<file path="src/hdl/tsp_pkg.sv">
// Shared types and constants of the tag-length-value stream parser.
package tsp_pkg;

	localparam int CFG_INDEX_W = 3;
	localparam int CFG_DATA_W  = 32;
	localparam int TAG_W       = 32;
	localparam int BYTE_W      = 8;

	// Register indexes of the configuration port.
	localparam logic [CFG_INDEX_W-1:0] CFG_TAG_SIZE   = 3'd0;
	localparam logic [CFG_INDEX_W-1:0] CFG_LEN_SIZE   = 3'd1;
	localparam logic [CFG_INDEX_W-1:0] CFG_TAG_COUNT  = 3'd2;
	localparam logic [CFG_INDEX_W-1:0] CFG_TAG_ENTRY0 = 3'd3;

	// Largest tag or length field in bytes.
	localparam logic [2:0] MAX_FIELD_BYTES = 3'd4;

	typedef enum logic [1:0] {
		PH_HUNT = 2'd0,
		PH_LEN  = 2'd1,
		PH_VAL  = 2'd2
	} phase_t;

	typedef struct packed {
		logic [2:0] tag_size;
		logic [2:0] len_size;
		logic [2:0] tag_count;
	} cfg_t;

	typedef struct packed {
		logic [BYTE_W-1:0] in_byte;
	} in_item_t;

	typedef struct packed {
		logic [TAG_W-1:0]  matched_tag;
		logic [31:0]       record_length;
		logic [BYTE_W-1:0] value_byte;
		logic              byte_present;
		logic              record_last;
	} out_item_t;

endpackage

</file>
<file path="src/hdl/tsp_stream_if.sv">
// Valid/ready stream channel carrying one payload item per transfer.
interface tsp_stream_if #(
	parameter type T = logic
);
	logic valid;
	logic ready;
	T     payload;

	modport source (output valid, output payload, input ready);
	modport sink   (input valid, input payload, output ready);
endinterface

</file>
<file path="src/hdl/tsp_front.sv">
// Front end: tag hunting, length gathering and value byte classification.
module tsp_front #(
	parameter int TAG_ENTRIES = 4
) (
	input  logic                      clk,
	input  logic                      arst_n,
	input  tsp_pkg::cfg_t             cfg,
	input  logic [tsp_pkg::TAG_W-1:0] tag_entry [TAG_ENTRIES],
	input  logic                      take,
	input  logic [7:0]                in_byte,
	output logic                      push,
	output tsp_pkg::out_item_t        result
);

	localparam logic [2:0] ENTRIES_C = 3'(TAG_ENTRIES);

	tsp_pkg::phase_t phase_q, phase_d;
	logic [31:0] win_q, win_d;
	logic [2:0]  tfill_q, tfill_d;
	logic [31:0] acc_q, acc_d;
	logic [2:0]  lfill_q, lfill_d;
	logic [31:0] vcnt_q, vcnt_d;

	logic [2:0]  tsz, lsz, cnt;
	logic [31:0] new_win, cand, mask, acc_new, vcnt_inc;
	logic [2:0]  lfill_inc;
	logic        hit;

	always_comb begin
		tsz = (cfg.tag_size == 3'd0) ? 3'd1 :
			(cfg.tag_size > tsp_pkg::MAX_FIELD_BYTES) ? tsp_pkg::MAX_FIELD_BYTES : cfg.tag_size;
		lsz = (cfg.len_size == 3'd0) ? 3'd1 :
			(cfg.len_size > tsp_pkg::MAX_FIELD_BYTES) ? tsp_pkg::MAX_FIELD_BYTES : cfg.len_size;
		cnt = (cfg.tag_count > ENTRIES_C) ? ENTRIES_C : cfg.tag_count;
	end

	// The candidate is the newest tag_size bytes, oldest of them in the low bits.
	always_comb begin
		new_win = {in_byte, win_q[31:8]};
		case (tsz)
			3'd1: begin
				cand = {24'd0, new_win[31:24]};
				mask = 32'h0000_00FF;
			end
			3'd2: begin
				cand = {16'd0, new_win[31:16]};
				mask = 32'h0000_FFFF;
			end
			3'd3: begin
				cand = {8'd0, new_win[31:8]};
				mask = 32'h00FF_FFFF;
			end
			default: begin
				cand = new_win;
				mask = 32'hFFFF_FFFF;
			end
		endcase
		hit = 1'b0;
		for (int i = 0; i < TAG_ENTRIES; i++) begin
			if ((3'(i) < cnt) && ((tag_entry[i] & mask) == cand)) begin
				hit = 1'b1;
			end
		end
	end

	always_comb begin
		acc_new   = acc_q | ({24'd0, in_byte} << {lfill_q[1:0], 3'b000});
		lfill_inc = lfill_q + 3'd1;
		vcnt_inc  = vcnt_q + 32'd1;
	end

	always_comb begin
		phase_d = phase_q;
		win_d   = win_q;
		tfill_d = tfill_q;
		acc_d   = acc_q;
		lfill_d = lfill_q;
		vcnt_d  = vcnt_q;
		push    = 1'b0;
		result  = '0;
		if (take) begin
			case (phase_q)
				tsp_pkg::PH_LEN: begin
					acc_d   = acc_new;
					lfill_d = lfill_inc;
					if (lfill_inc >= lsz) begin
						lfill_d = 3'd0;
						vcnt_d  = 32'd0;
						if (acc_new == 32'd0) begin
							phase_d             = tsp_pkg::PH_HUNT;
							push                = 1'b1;
							result.matched_tag  = win_q;
							result.record_last  = 1'b1;
						end else begin
							phase_d = tsp_pkg::PH_VAL;
						end
					end
				end
				tsp_pkg::PH_VAL: begin
					push                 = 1'b1;
					result.matched_tag   = win_q;
					result.record_length = acc_q;
					result.value_byte    = in_byte;
					result.byte_present  = 1'b1;
					result.record_last   = (vcnt_inc >= acc_q);
					if (vcnt_inc >= acc_q) begin
						phase_d = tsp_pkg::PH_HUNT;
						vcnt_d  = 32'd0;
					end else begin
						vcnt_d = vcnt_inc;
					end
				end
				default: begin
					phase_d = tsp_pkg::PH_HUNT;
					win_d   = new_win;
					if (tfill_q < tsp_pkg::MAX_FIELD_BYTES) begin
						tfill_d = tfill_q + 3'd1;
					end
					if ((tfill_d >= tsz) && hit) begin
						win_d   = cand;
						tfill_d = 3'd0;
						acc_d   = 32'd0;
						lfill_d = 3'd0;
						phase_d = tsp_pkg::PH_LEN;
					end
				end
			endcase
		end
	end

	always_ff @(posedge clk or negedge arst_n) begin
		if (!arst_n) begin
			phase_q <= tsp_pkg::PH_HUNT;
			win_q   <= '0;
			tfill_q <= '0;
			acc_q   <= '0;
			lfill_q <= '0;
			vcnt_q  <= '0;
		end else begin
			phase_q <= phase_d;
			win_q   <= win_d;
			tfill_q <= tfill_d;
			acc_q   <= acc_d;
			lfill_q <= lfill_d;
			vcnt_q  <= vcnt_d;
		end
	end

endmodule

</file>
<file path="src/hdl/tsp_queue.sv">
// Back end: short result queue whose head drives the result channel.
module tsp_queue #(
	parameter int DEPTH = 2
) (
	input  logic               clk,
	input  logic               arst_n,
	input  logic               push,
	input  tsp_pkg::out_item_t push_data,
	output logic               full,
	input  logic               pop,
	output logic               head_valid,
	output tsp_pkg::out_item_t head_data
);

	localparam int PTR_W = (DEPTH > 1) ? $clog2(DEPTH) : 1;
	localparam int CNT_W = $clog2(DEPTH + 1);
	localparam logic [PTR_W-1:0] LAST_PTR = PTR_W'(DEPTH - 1);
	localparam logic [CNT_W-1:0] DEPTH_C  = CNT_W'(DEPTH);

	tsp_pkg::out_item_t slot_q [DEPTH];
	logic [PTR_W-1:0] wptr_q, rptr_q;
	logic [CNT_W-1:0] count_q;
	logic             do_pop;

	assign full       = (count_q == DEPTH_C);
	assign head_valid = (count_q != '0);
	assign head_data  = slot_q[rptr_q];
	assign do_pop     = pop && head_valid;

	always_ff @(posedge clk) begin
		if (push) begin
			slot_q[wptr_q] <= push_data;
		end
	end

	always_ff @(posedge clk or negedge arst_n) begin
		if (!arst_n) begin
			wptr_q  <= '0;
			rptr_q  <= '0;
			count_q <= '0;
		end else begin
			if (push) begin
				wptr_q <= (wptr_q == LAST_PTR) ? '0 : wptr_q + PTR_W'(1);
			end
			if (do_pop) begin
				rptr_q <= (rptr_q == LAST_PTR) ? '0 : rptr_q + PTR_W'(1);
			end
			case ({push, do_pop})
				2'b10:   count_q <= count_q + CNT_W'(1);
				2'b01:   count_q <= count_q - CNT_W'(1);
				default: count_q <= count_q;
			endcase
		end
	end

endmodule

</file>
<file path="src/hdl/tlv_stream_parser_top.sv">
// Latency: a result is offered on the cycle after the transfer of the byte that causes it
// when no older result waits ahead of it. Throughput: one byte per cycle while the queue
// is not full; the parser state updates once per byte, and the result queue (QUEUE_DEPTH
// entries) takes the output stalls. The input is ready whenever the queue has a free entry.
// Reset: arst_n clears the parser to tag hunting, empties the queue and
// returns every configuration register to its reset value.
module tlv_stream_parser_top #(
	parameter int TAG_ENTRIES = 4,
	parameter int QUEUE_DEPTH = 2
) (
	input  logic                            clk,
	input  logic                            arst_n,
	input  logic                            cfg_wr_en,
	input  logic [tsp_pkg::CFG_INDEX_W-1:0] cfg_index,
	input  logic [tsp_pkg::CFG_DATA_W-1:0]  cfg_data,
	tsp_stream_if.sink                      byte_stream,
	tsp_stream_if.source                    result_stream
);

	// Configuration registers. Writes to an index beyond the table are ignored.
	tsp_pkg::cfg_t             cfg_q;
	logic [tsp_pkg::TAG_W-1:0] tag_entry_q [TAG_ENTRIES];

	always_ff @(posedge clk or negedge arst_n) begin
		if (!arst_n) begin
			cfg_q.tag_size  <= 3'd2;
			cfg_q.len_size  <= 3'd1;
			cfg_q.tag_count <= 3'd0;
			for (int i = 0; i < TAG_ENTRIES; i++) begin
				tag_entry_q[i] <= '0;
			end
		end else if (cfg_wr_en) begin
			case (cfg_index)
				tsp_pkg::CFG_TAG_SIZE:  cfg_q.tag_size  <= cfg_data[2:0];
				tsp_pkg::CFG_LEN_SIZE:  cfg_q.len_size  <= cfg_data[2:0];
				tsp_pkg::CFG_TAG_COUNT: cfg_q.tag_count <= cfg_data[2:0];
				default: ;
			endcase
			for (int i = 0; i < TAG_ENTRIES; i++) begin
				if (cfg_index == tsp_pkg::CFG_TAG_ENTRY0 + tsp_pkg::CFG_INDEX_W'(i)) begin
					tag_entry_q[i] <= cfg_data;
				end
			end
		end
	end

	// A byte is taken whenever the queue can hold the result it may cause.
	// Every byte produces at most one result, so one free entry is enough.
	logic               queue_full;
	logic               take;
	logic               push;
	tsp_pkg::out_item_t front_result;

	assign byte_stream.ready = !queue_full;
	assign take              = byte_stream.valid && !queue_full;

	// The front end holds the whole parsing state: the sliding tag window
	// and its parallel compare against the table, the length accumulator
	// and the count of value bytes passed on for the current record.
	tsp_front #(
		.TAG_ENTRIES (TAG_ENTRIES)
	) u_front (
		.clk       (clk),
		.arst_n    (arst_n),
		.cfg       (cfg_q),
		.tag_entry (tag_entry_q),
		.take      (take),
		.in_byte   (byte_stream.payload.in_byte),
		.push      (push),
		.result    (front_result)
	);

	// The queue decouples the front end from a stalled consumer, so input
	// transfers carry on while a finished result waits to be taken.
	tsp_queue #(
		.DEPTH (QUEUE_DEPTH)
	) u_queue (
		.clk        (clk),
		.arst_n     (arst_n),
		.push       (push),
		.push_data  (front_result),
		.full       (queue_full),
		.pop        (result_stream.ready),
		.head_valid (result_stream.valid),
		.head_data  (result_stream.payload)
	);

endmodule

</file>
<file path="src/flat_wrapper.sv">
// flat-port wrapper written by rule: the top's interface ports become plain ports
module tlv_stream_parser_top_flat import tsp_pkg::*;
#(
	parameter int TAG_ENTRIES = 4,
	parameter int QUEUE_DEPTH = 2
)
  (clk, arst_n, cfg_wr_en, cfg_index, cfg_data, byte_stream_valid, byte_stream_payload, byte_stream_ready, result_stream_valid, result_stream_payload, result_stream_ready);
  tsp_stream_if #(.T(in_item_t)) byte_stream_i ();
  tsp_stream_if #(.T(out_item_t)) result_stream_i ();
  input  logic clk;
  input  logic arst_n;
  input  logic cfg_wr_en;
  input  logic [tsp_pkg::CFG_INDEX_W-1:0] cfg_index;
  input  logic [tsp_pkg::CFG_DATA_W-1:0] cfg_data;
  input wire logic [$bits(byte_stream_i.valid)-1:0] byte_stream_valid;
  input wire logic [$bits(byte_stream_i.payload)-1:0] byte_stream_payload;
  output wire logic [$bits(byte_stream_i.ready)-1:0] byte_stream_ready;
  output wire logic [$bits(result_stream_i.valid)-1:0] result_stream_valid;
  output wire logic [$bits(result_stream_i.payload)-1:0] result_stream_payload;
  input wire logic [$bits(result_stream_i.ready)-1:0] result_stream_ready;
  assign byte_stream_i.valid = byte_stream_valid;
  assign byte_stream_i.payload = byte_stream_payload;
  assign byte_stream_ready = byte_stream_i.ready;
  assign result_stream_valid = result_stream_i.valid;
  assign result_stream_payload = result_stream_i.payload;
  assign result_stream_i.ready = result_stream_ready;
  tlv_stream_parser_top #(.TAG_ENTRIES(TAG_ENTRIES), .QUEUE_DEPTH(QUEUE_DEPTH)) u_core (.clk(clk), .arst_n(arst_n), .cfg_wr_en(cfg_wr_en), .cfg_index(cfg_index), .cfg_data(cfg_data), .byte_stream(byte_stream_i), .result_stream(result_stream_i));
endmodule
</file>
<file path="config.mk">
export PLATFORM = sky130hd
export DESIGN_NAME = tlv_stream_parser_top_flat
export DESIGN_NICKNAME = d
export VERILOG_FILES = /design/src/hdl/tsp_pkg.sv /design/src/hdl/tsp_stream_if.sv /design/src/hdl/tsp_front.sv /design/src/hdl/tsp_queue.sv /design/src/hdl/tlv_stream_parser_top.sv /design/src/flat_wrapper.sv
export SDC_FILE = /design/constraint.sdc
export NUM_CORES = 1
export LEC_CHECK = 0
export ABC_AREA = 1
export ABC_CLOCK_PERIOD_IN_PS = 6900
export BUFFER_PORTS_ARGS = -buffer_cell sky130_fd_sc_hd__buf_4
export CAP_MARGIN = 15
export CORE_MARGIN = 2
export CORE_UTILIZATION = 41
export DETAILED_ROUTE_END_ITERATION = 8
export HOLD_SLACK_MARGIN = 0.03
export PLACE_DENSITY_LB_ADDON = 0.2
export SLEW_MARGIN = 10
export SYNTH_ARGS = -nofsm -noshare
export SYNTH_HDL_FRONTEND = slang
export SYNTH_SLANG_ARGS = --single-unit
</file>
<file path="constraint.sdc">
create_clock -name clk -period 6.9 [get_ports clk]
set_clock_uncertainty 0.15 [all_clocks]
set_input_delay 1.035 -clock clk [delete_from_list [all_inputs] [get_ports clk]]
set_output_delay 1.035 -clock clk [all_outputs]
set_load 0.05 [all_outputs]
</file>
* Word-level counts from Yosys, hierarchy flattened
Memories as Yosys holds them, arrays and structs flattened.
Index checks and enable logic that the tools add are counted.
** Word-level totals
- Bits in registers :: 245
- RAM bits :: 148
- Bits of input ports :: 48
- Output and inout bits :: 76
- Word-level logic and storage cells :: 135
- Memories kept :: 1
** Operators by class
- $add $sub $neg :: 7
- $lt $le $gt $ge :: 11
- Equal/unequal tests :: 20
- Shifts and indexed selects :: 1
- Muxes and demuxes :: 44
- Bitwise operators :: 7
- Reduce and logical (&&, ||, !) cells :: 28
** Memories
- u_core.u_queue.slot_q :: words 2, bits a word 74, read ports 1, clocked after memory_dff 0, wr ports 1, RTL line tsp_queue.sv:20 : tsp_pkg::out_item_t slot_q [DEPTH];
** Operators by type and width (count)
- two-way mux 32 bit :: 6
- one-hot mux 32 bit (2 select lines) :: 3
- one-hot mux 32 bit (3 select lines) :: 2
- bitwise AND 32 bit :: 4
- equality test 32 bit :: 4
- two-way mux 74 bit :: 1
- two-way mux 41 bit :: 1
- two-way mux 3 bit :: 11
- adder 32 x 1 -> 32 bit (second input constant) :: 1
- greater-or-equal comparator 32 bit :: 1
- logical NOT 32 bit :: 1
- bitwise OR 32 bit :: 1
- left shift 8 x 5 -> 32 bit :: 1
- AND reduction 2 bit :: 8
- equality test 3 x 2 -> 1 bit (second input constant) :: 4
- two-way mux 1 bit :: 12
- equality test 3 bit (second input constant) :: 3
- greater-than comparator 3 bit (second input constant) :: 3
- logical NOT 3 bit :: 3
- AND reduction 3 bit :: 3
- one-hot mux 2 bit (2 select lines) :: 2
- nonzero test 2 bit :: 4
- logical AND 1 bit :: 7
- adder 3 x 1 -> 3 bit (second input constant) :: 2
- 17 further kinds :: 30

* Depth between registers and ports, before layout
- Depth after elaboration :: 15
- Depth in mapped cells :: 23
- Gate-level depth less buffers :: 23

* By module
From an unflattened synthesis, not the netlist that was laid out.
** Second synthesis, totals
- Cell total of the unflattened synthesis :: 2830
- Area total of the unflattened synthesis :: 21625.7 um^2
** Modules (own cells, without submodules)
- tsp_front :: instances 1, cells an instance 1811, area an instance 10659.0 um^2, seq. area each 2602.5 um^2
- tsp_queue :: instances 1, cells an instance 415, area an instance 5586.6 um^2, seq. area each 4544.4 um^2
- tlv_stream_parser_top :: instances 1, cells an instance 604, area an instance 5380.2 um^2, seq. area each 3430.8 um^2

* Least setup slack after synthesis
No wires, ideal clock.
- Path kind :: input-to-reg
- Start point :: input byte_stream_payload[1]
- End point :: memory u_core.u_queue.slot_q[0][0] (netlist bit) (enable)
- Setup time :: 0.507 ns
- Arrival time :: 5.461 ns
- Required time :: 6.243 ns
- Slack :: 0.782 ns
- Stages on the path :: 11
- Path buffers :: 1
- Cells stage by stage :: clkbuf_1 nand2_1 o21ai_0 nor2_1 nand4_1 or2_1 nor2_1 nand3b_1 nand2_1 nand3_1 nor2_1
** Between the ends
- Longest elaborated chain between the ends :: 9
** RTL lines
- start, declared :: RTL line flat_wrapper.sv:16 : input wire logic [$bits(byte_stream_i.payload)-1:0] byte_stream_payload;
- left shift 8 x 5 -> 32 bit :: RTL line tsp_front.sv:67 : acc_new = acc_q | ({24'd0, in_byte} << {lfill_q[1:0], 3'b000});
- bitwise OR 32 bit :: RTL line tsp_front.sv:67
- logical NOT 32 bit :: RTL line tsp_front.sv:89 : if (acc_new == 32'd0) begin
- two-way mux 1 bit :: RTL line tsp_front.sv:89
- two-way mux 1 bit :: RTL line tsp_front.sv:86 : if (lfill_inc >= lsz) begin
- one-hot mux 1 bit (2 select lines) :: RTL line tsp_front.sv:82 : case (phase_q)
- two-way mux 1 bit :: RTL line tsp_front.sv:81 : if (take) begin
- two-way mux 1 bit :: RTL line tsp_queue.sv:31 : if (push) begin
- two-way mux 1 bit (implied by the code) :: RTL line tsp_queue.sv:32 : slot_q[wptr_q] <= push_data;
- end, declared :: RTL line tsp_queue.sv:20
No other way between the ends.

* Worst setup path after layout
- Start point :: register u_core.u_front.lfill_q[1]
- End point :: memory u_core.u_queue.slot_q[1][7] (netlist bit) (enable)
** Between the ends
- Longest elaborated chain between the ends :: 9
- Elaborated cells on any way between the ends :: 11
- Those cells by class :: add/sub: 1; order compare: 1; shift: 1; mux: 6; bitwise: 1; reduce/logical: 1
** RTL lines
- start, declared :: RTL line tsp_front.sv:21 : logic [2:0] lfill_q, lfill_d;
- start signal, assigned :: RTL line tsp_front.sv:144 : lfill_q <= lfill_d;
- left shift 8 x 5 -> 32 bit :: RTL line tsp_front.sv:67
- bitwise OR 32 bit :: RTL line tsp_front.sv:67
- logical NOT 32 bit :: RTL line tsp_front.sv:89
- two-way mux 1 bit :: RTL line tsp_front.sv:89
- two-way mux 1 bit (*) :: RTL line tsp_front.sv:86
- one-hot mux 1 bit (2 select lines) (*) :: RTL line tsp_front.sv:82
- two-way mux 1 bit (*) :: RTL line tsp_front.sv:81
- two-way mux 1 bit (*) :: RTL line tsp_queue.sv:31
- two-way mux 1 bit (implied by the code) (*) :: RTL line tsp_queue.sv:32
Mark *: on every way between the ends. The rest lies on a longest branch, timed or not.

==> report_table.html <==
<table>
<tr><th>Metric</th><th>Value</th></tr>
<tr><th colspan="2">Outcome</th></tr>
<tr><td>Outcome</td><td>completed</td></tr>
<tr><th colspan="2">Clock network</th></tr>
<tr><td>Clock transition at path regs</td><td>0.06 ns</td></tr>
<tr><td>Post-CTS setup-driven buffer insertion count</td><td>0</td></tr>
<tr><td>Hold-fix buffer count after cts</td><td>0</td></tr>
<tr><td>Cells resized by post-CTS repair</td><td>0</td></tr>
<tr><td>H-tree level count</td><td>2</td></tr>
<tr><td>Root buffer cell</td><td>clkbuf_16</td></tr>
<tr><td>Clock tree from TritonCTS</td><td>yes</td></tr>
<tr><td>Clock buffer depth</td><td>3</td></tr>
<tr><td>Clock sink count</td><td>393</td></tr>
<tr><td>Number of buffers created by CTS</td><td>46</td></tr>
<tr><td>Clock latency on the worst-skew pair</td><td>0.59 ns</td></tr>
<tr><th colspan="2">Worst setup path</th></tr>
<tr><td>Required time reported for the critical path endpoint</td><td>6.99 ns</td></tr>
<tr><td>Dominant delay contributor by cell family on the critical path</td><td>simple AND/OR/NAND/NOR gates</td></tr>
<tr><td>Crit path depth</td><td>11</td></tr>
<tr><td>Buf/Inv on CP</td><td>2</td></tr>
<tr><td>Critical path, cell by cell</td><td>inv_1 -&gt; o21ai_0 -&gt; nor2_1 -&gt; nand4_1 -&gt; or2_1 -&gt; nor2_1 -&gt; nand3b_1 -&gt; nand2_1 -&gt; nand3_2 -&gt; nor2_4 -&gt; buf_12</td></tr>
<tr><td>Cell with the biggest individual delay on the critical path</td><td>nor2_4</td></tr>
<tr><td>Reg-to-reg startpoint</td><td>u_core.u_front.lfill_q[1]</td></tr>
<tr><td>Capturing element type of the critical path</td><td>flip-flop</td></tr>
<tr><td>Worst Reg-to-Reg Cells</td><td>11</td></tr>
<tr><td>Timing startpoint of the critical path</td><td>u_core.u_front.lfill_q[1]</td></tr>
<tr><td>Worst path arrival time</td><td>4.89 ns</td></tr>
<tr><td>Flop-to-flop setup slack</td><td>2.09 ns</td></tr>
<tr><td>Max Fanout on Critical Path</td><td>55</td></tr>
<tr><td>Setup crit start kind</td><td>flip-flop</td></tr>
<tr><td>Slowest Stage Delay on Critical Path</td><td>0.87 ns</td></tr>
<tr><td>Critical path class</td><td>flip-flop to flip-flop</td></tr>
<tr><td>Destination of the worst register-to-register timing path</td><td>u_core.u_queue.slot_q[1][7]</td></tr>
<tr><td>CP dominant cell by count</td><td>nor2_1</td></tr>
<tr><th colspan="2">Synthesis</th></tr>
<tr><td>Mapped Nets</td><td>2738</td></tr>
<tr><td>Fraction of the yosys area taken by sequential cells</td><td>51.08%</td></tr>
<tr><td>Number of warnings printed during yosys synthesis</td><td>0</td></tr>
<tr><td>Syn Std Cell Area</td><td>20710 µm²</td></tr>
<tr><td>Number of instances in the synthesized netlist</td><td>2646</td></tr>
<tr><td>Synthesized area divided by synthesized cell count</td><td>7.827 µm²</td></tr>
<tr><td>Register bit total from synthesis</td><td>393</td></tr>
<tr><td>Count of unique library cells instantiated by Yosys</td><td>39</td></tr>
<tr><th colspan="2">Hold path</th></tr>
<tr><td>Hold worst-path end</td><td>u_core.u_front.acc_q[18]</td></tr>
<tr><td>Classification of the worst-slack hold path</td><td>flip-flop to flip-flop</td></tr>
<tr><td>Hold wc startpoint</td><td>u_core.u_front.acc_q[18]</td></tr>
<tr><td>Hold Path Depth</td><td>2</td></tr>
<tr><th colspan="2">Die</th></tr>
<tr><td>Horizontal die dimension</td><td>228.8 µm</td></tr>
<tr><td>I/O pin total</td><td>124</td></tr>
<tr><td>Area of the core</td><td>49970 µm²</td></tr>
<tr><td>Cell Rows</td><td>82</td></tr>
<tr><td>Full die area</td><td>52330 µm²</td></tr>
<tr><td>Die Span Y</td><td>228.8 µm</td></tr>
<tr><td>Initial Utilization</td><td>41.45%</td></tr>
<tr><th colspan="2">Route</th></tr>
<tr><td>Vias per cell</td><td>5.167</td></tr>
<tr><td>1st-iter DRT viols</td><td>1648</td></tr>
<tr><td>Post-detailed-route DRC marker count</td><td>0</td></tr>
<tr><td>Total via count after detailed routing</td><td>17732</td></tr>
<tr><td>Detail Route Antenna Nets</td><td>0</td></tr>
<tr><td>Total Wirelength</td><td>63710 µm</td></tr>
<tr><td>Routed wire per std cell</td><td>18.56 µm</td></tr>
<tr><td>Length of the first detailed-routing pass in iterations</td><td>6</td></tr>
<tr><th colspan="2">Timing</th></tr>
<tr><td>Final Cycle Share</td><td>69.67%</td></tr>
<tr><td>Setup TNS</td><td>0 ns</td></tr>
<tr><td>Final critical-path required period</td><td>4.807 ns</td></tr>
<tr><td>Final Hold Viols</td><td>0</td></tr>
<tr><td>Setup repair after global routing missed its margin</td><td>false</td></tr>
<tr><td>Transition time of the tightest slew-check pin</td><td>1.019 ns</td></tr>
<tr><td>Finish-stage setup viols</td><td>0</td></tr>
<tr><td>Max Clock Freq</td><td>0.2080 GHz</td></tr>
<tr><td>Count of pins over their slew limit</td><td>0</td></tr>
<tr><td>Max-slew headroom at the worst pin</td><td>31.66%</td></tr>
<tr><td>Smallest setup slack after layout</td><td>2.093 ns</td></tr>
<tr><th colspan="2">GRT</th></tr>
<tr><td>Number of global-route vias before repair</td><td>17229</td></tr>
<tr><td>Pin count of the biggest net entering global routing</td><td>131</td></tr>
<tr><td>Antenna violations before repair</td><td>0</td></tr>
<tr><td>Global-route congestion overflow total</td><td>0</td></tr>
<tr><td>Total global routing track utilization</td><td>24.50%</td></tr>
<tr><td>Global-route wire length before repair</td><td>99700 µm</td></tr>
<tr><th colspan="2">Job</th></tr>
<tr><td>Count of maximum capacitance violations</td><td>0</td></tr>
<tr><th colspan="2">Cells and area</th></tr>
<tr><td>Area grow syn2layout</td><td>15.19%</td></tr>
<tr><td>Ant diodes</td><td>0</td></tr>
<tr><td>Leading cell types in the layout, fill and taps excluded</td><td>nand2_1, inv_1, dfrtp_1</td></tr>
<tr><td>Nets</td><td>2814</td></tr>
<tr><td>Most common cell after layout, fill and taps aside</td><td>nand2_1</td></tr>
<tr><td>Share of layout cells above drive strength 1</td><td>8.841%</td></tr>
<tr><th colspan="2">Power</th></tr>
<tr><td>Final total power</td><td>0.008882 W</td></tr>
<tr><td>Worst IR Drop VDD</td><td>231.4 µV</td></tr>
<tr><td>Leakage Power</td><td>11.58 nW</td></tr>
<tr><td>PD cells</td><td>372.3 nW/µm²</td></tr>
<tr><th colspan="2">Place</th></tr>
<tr><td>Final weighted congestion in routability-driven placement</td><td>0.9235</td></tr>
<tr><td>Placement-stage worst setup slack</td><td>1.839 ns</td></tr>
<tr><td>HPWL after detailed placement</td><td>44740 µm</td></tr>
<tr><td>Buffers on Ports</td><td>123</td></tr>
</table>
[logic make-up after synthesis]
kind of cell | after synthesis | share of synthesized area [%]
flops | 393 | 51.08
xor+xnor | 49 | 2.072
simple gates | 1473 | 29.45
fa+ha+maj | 44 | 2.658
compound gates | 282 | 7.159
buf+inv | 405 | 7.588
[synthesized netlist by cell type (all sizes together)]
cell type    n  area, µm²
inv        292       1096
clkbuf      79      296.5
edfxtp     148       4444
o221ai       1      8.760
and2         1      6.260
o211a        1      10.01
ha          44      550.5
buf         32      171.4
nand4       92      575.6
o21ai      213       1077
nor2       240      913.4
xor2        39      341.6
clkinv       2      7.510
nand3      137      685.7
a41oi        1      8.760
nand2      951       3580
o211ai       2      15.01
o311ai       1      8.760
o22ai       25      156.4
o21bai       2      15.01
a21oi       35      175.2
dfrtp      243       6081
nand3b      24      180.2
o21a         1      7.510
xnor2       10      87.58
or2          8      50.06
nor3        14      70.07
dfstp        2      52.55
nor4         6      37.54
[where the power goes]
part	switching, W	internal [W]	leakage, nW
clock	0.00102	0.00162	0.800
combinational	0.00219	0.000925	6.14
sequential	0.000353	0.00277	4.64
total	0.00357	0.00532	11.6
[area by class of cell]
type	count	area (µm²)
fillers	4945	26110
well taps	672	840.8
multi-input cells	1848	8602
clock inverters	29	395.4
clock buffers	57	1245
flip-flops and latches	393	10580
repair buffers	139	1089
inverters	294	1104
[tightest hold or removal path: stages, from the launching register on]
cell     delay [ns]
dfrtp_1        0.34
nand2_1        0.05
nand2_1        0.05
[stage by stage]
stage          hold WS, ns  area, µm²  utilization [%]  cells
6_report            0.3183      23860            47.74   3432
3_5_place_dp        0.3080      22210            44.46   3346
5_1_grt             0.3381      23860            47.74   3432
3_3_place_gp        0.3034      22210            44.46   3346
2_1_floorplan       0.2919      20710                -   2646
4_1_cts             0.3226      23850            47.74   3432
[state kept, by name (all words and copies together), names as in the netlist]
register	cells
u_core.tag_entry_q	128
u_core.u_front.vcnt_q	32
u_core.u_front.win_q	32
u_core.cfg_q	9
u_core.u_front.acc_q	32
u_core.u_queue.slot_q	148
u_core.u_queue.count_q	2
u_core.u_front.tfill_q	3
u_core.u_front.lfill_q	3
u_core.u_queue.rptr_q	1
u_core.u_front.phase_q	2
u_core.u_queue.wptr_q	1
[worst max path at each step]
| stage | endpoint |
|---|---|
| 2_1_floorplan | u_core.u_queue.slot_q[0][0] |
| 3_3_place_gp | u_core.u_queue.slot_q[0][6] |
| 3_5_place_dp | u_core.u_queue.slot_q[1][11] |
| 4_1_cts | u_core.u_queue.slot_q[1][7] |
| 5_1_grt | u_core.u_queue.slot_q[1][7] |
| 6_report | u_core.u_queue.slot_q[1][7] |
[layer usage]
metal / track usage, % / routed length [µm] / vias up
met5: 0 / 0 / -
met4: 11.52 / 2918 / 0
li1: - / - / 8680
met2: 39.57 / 29660 / 539
met3: 3.194 / 3338 / 137
met1: 32.80 / 27790 / 8376
Power figures use the tool's default switching activity.
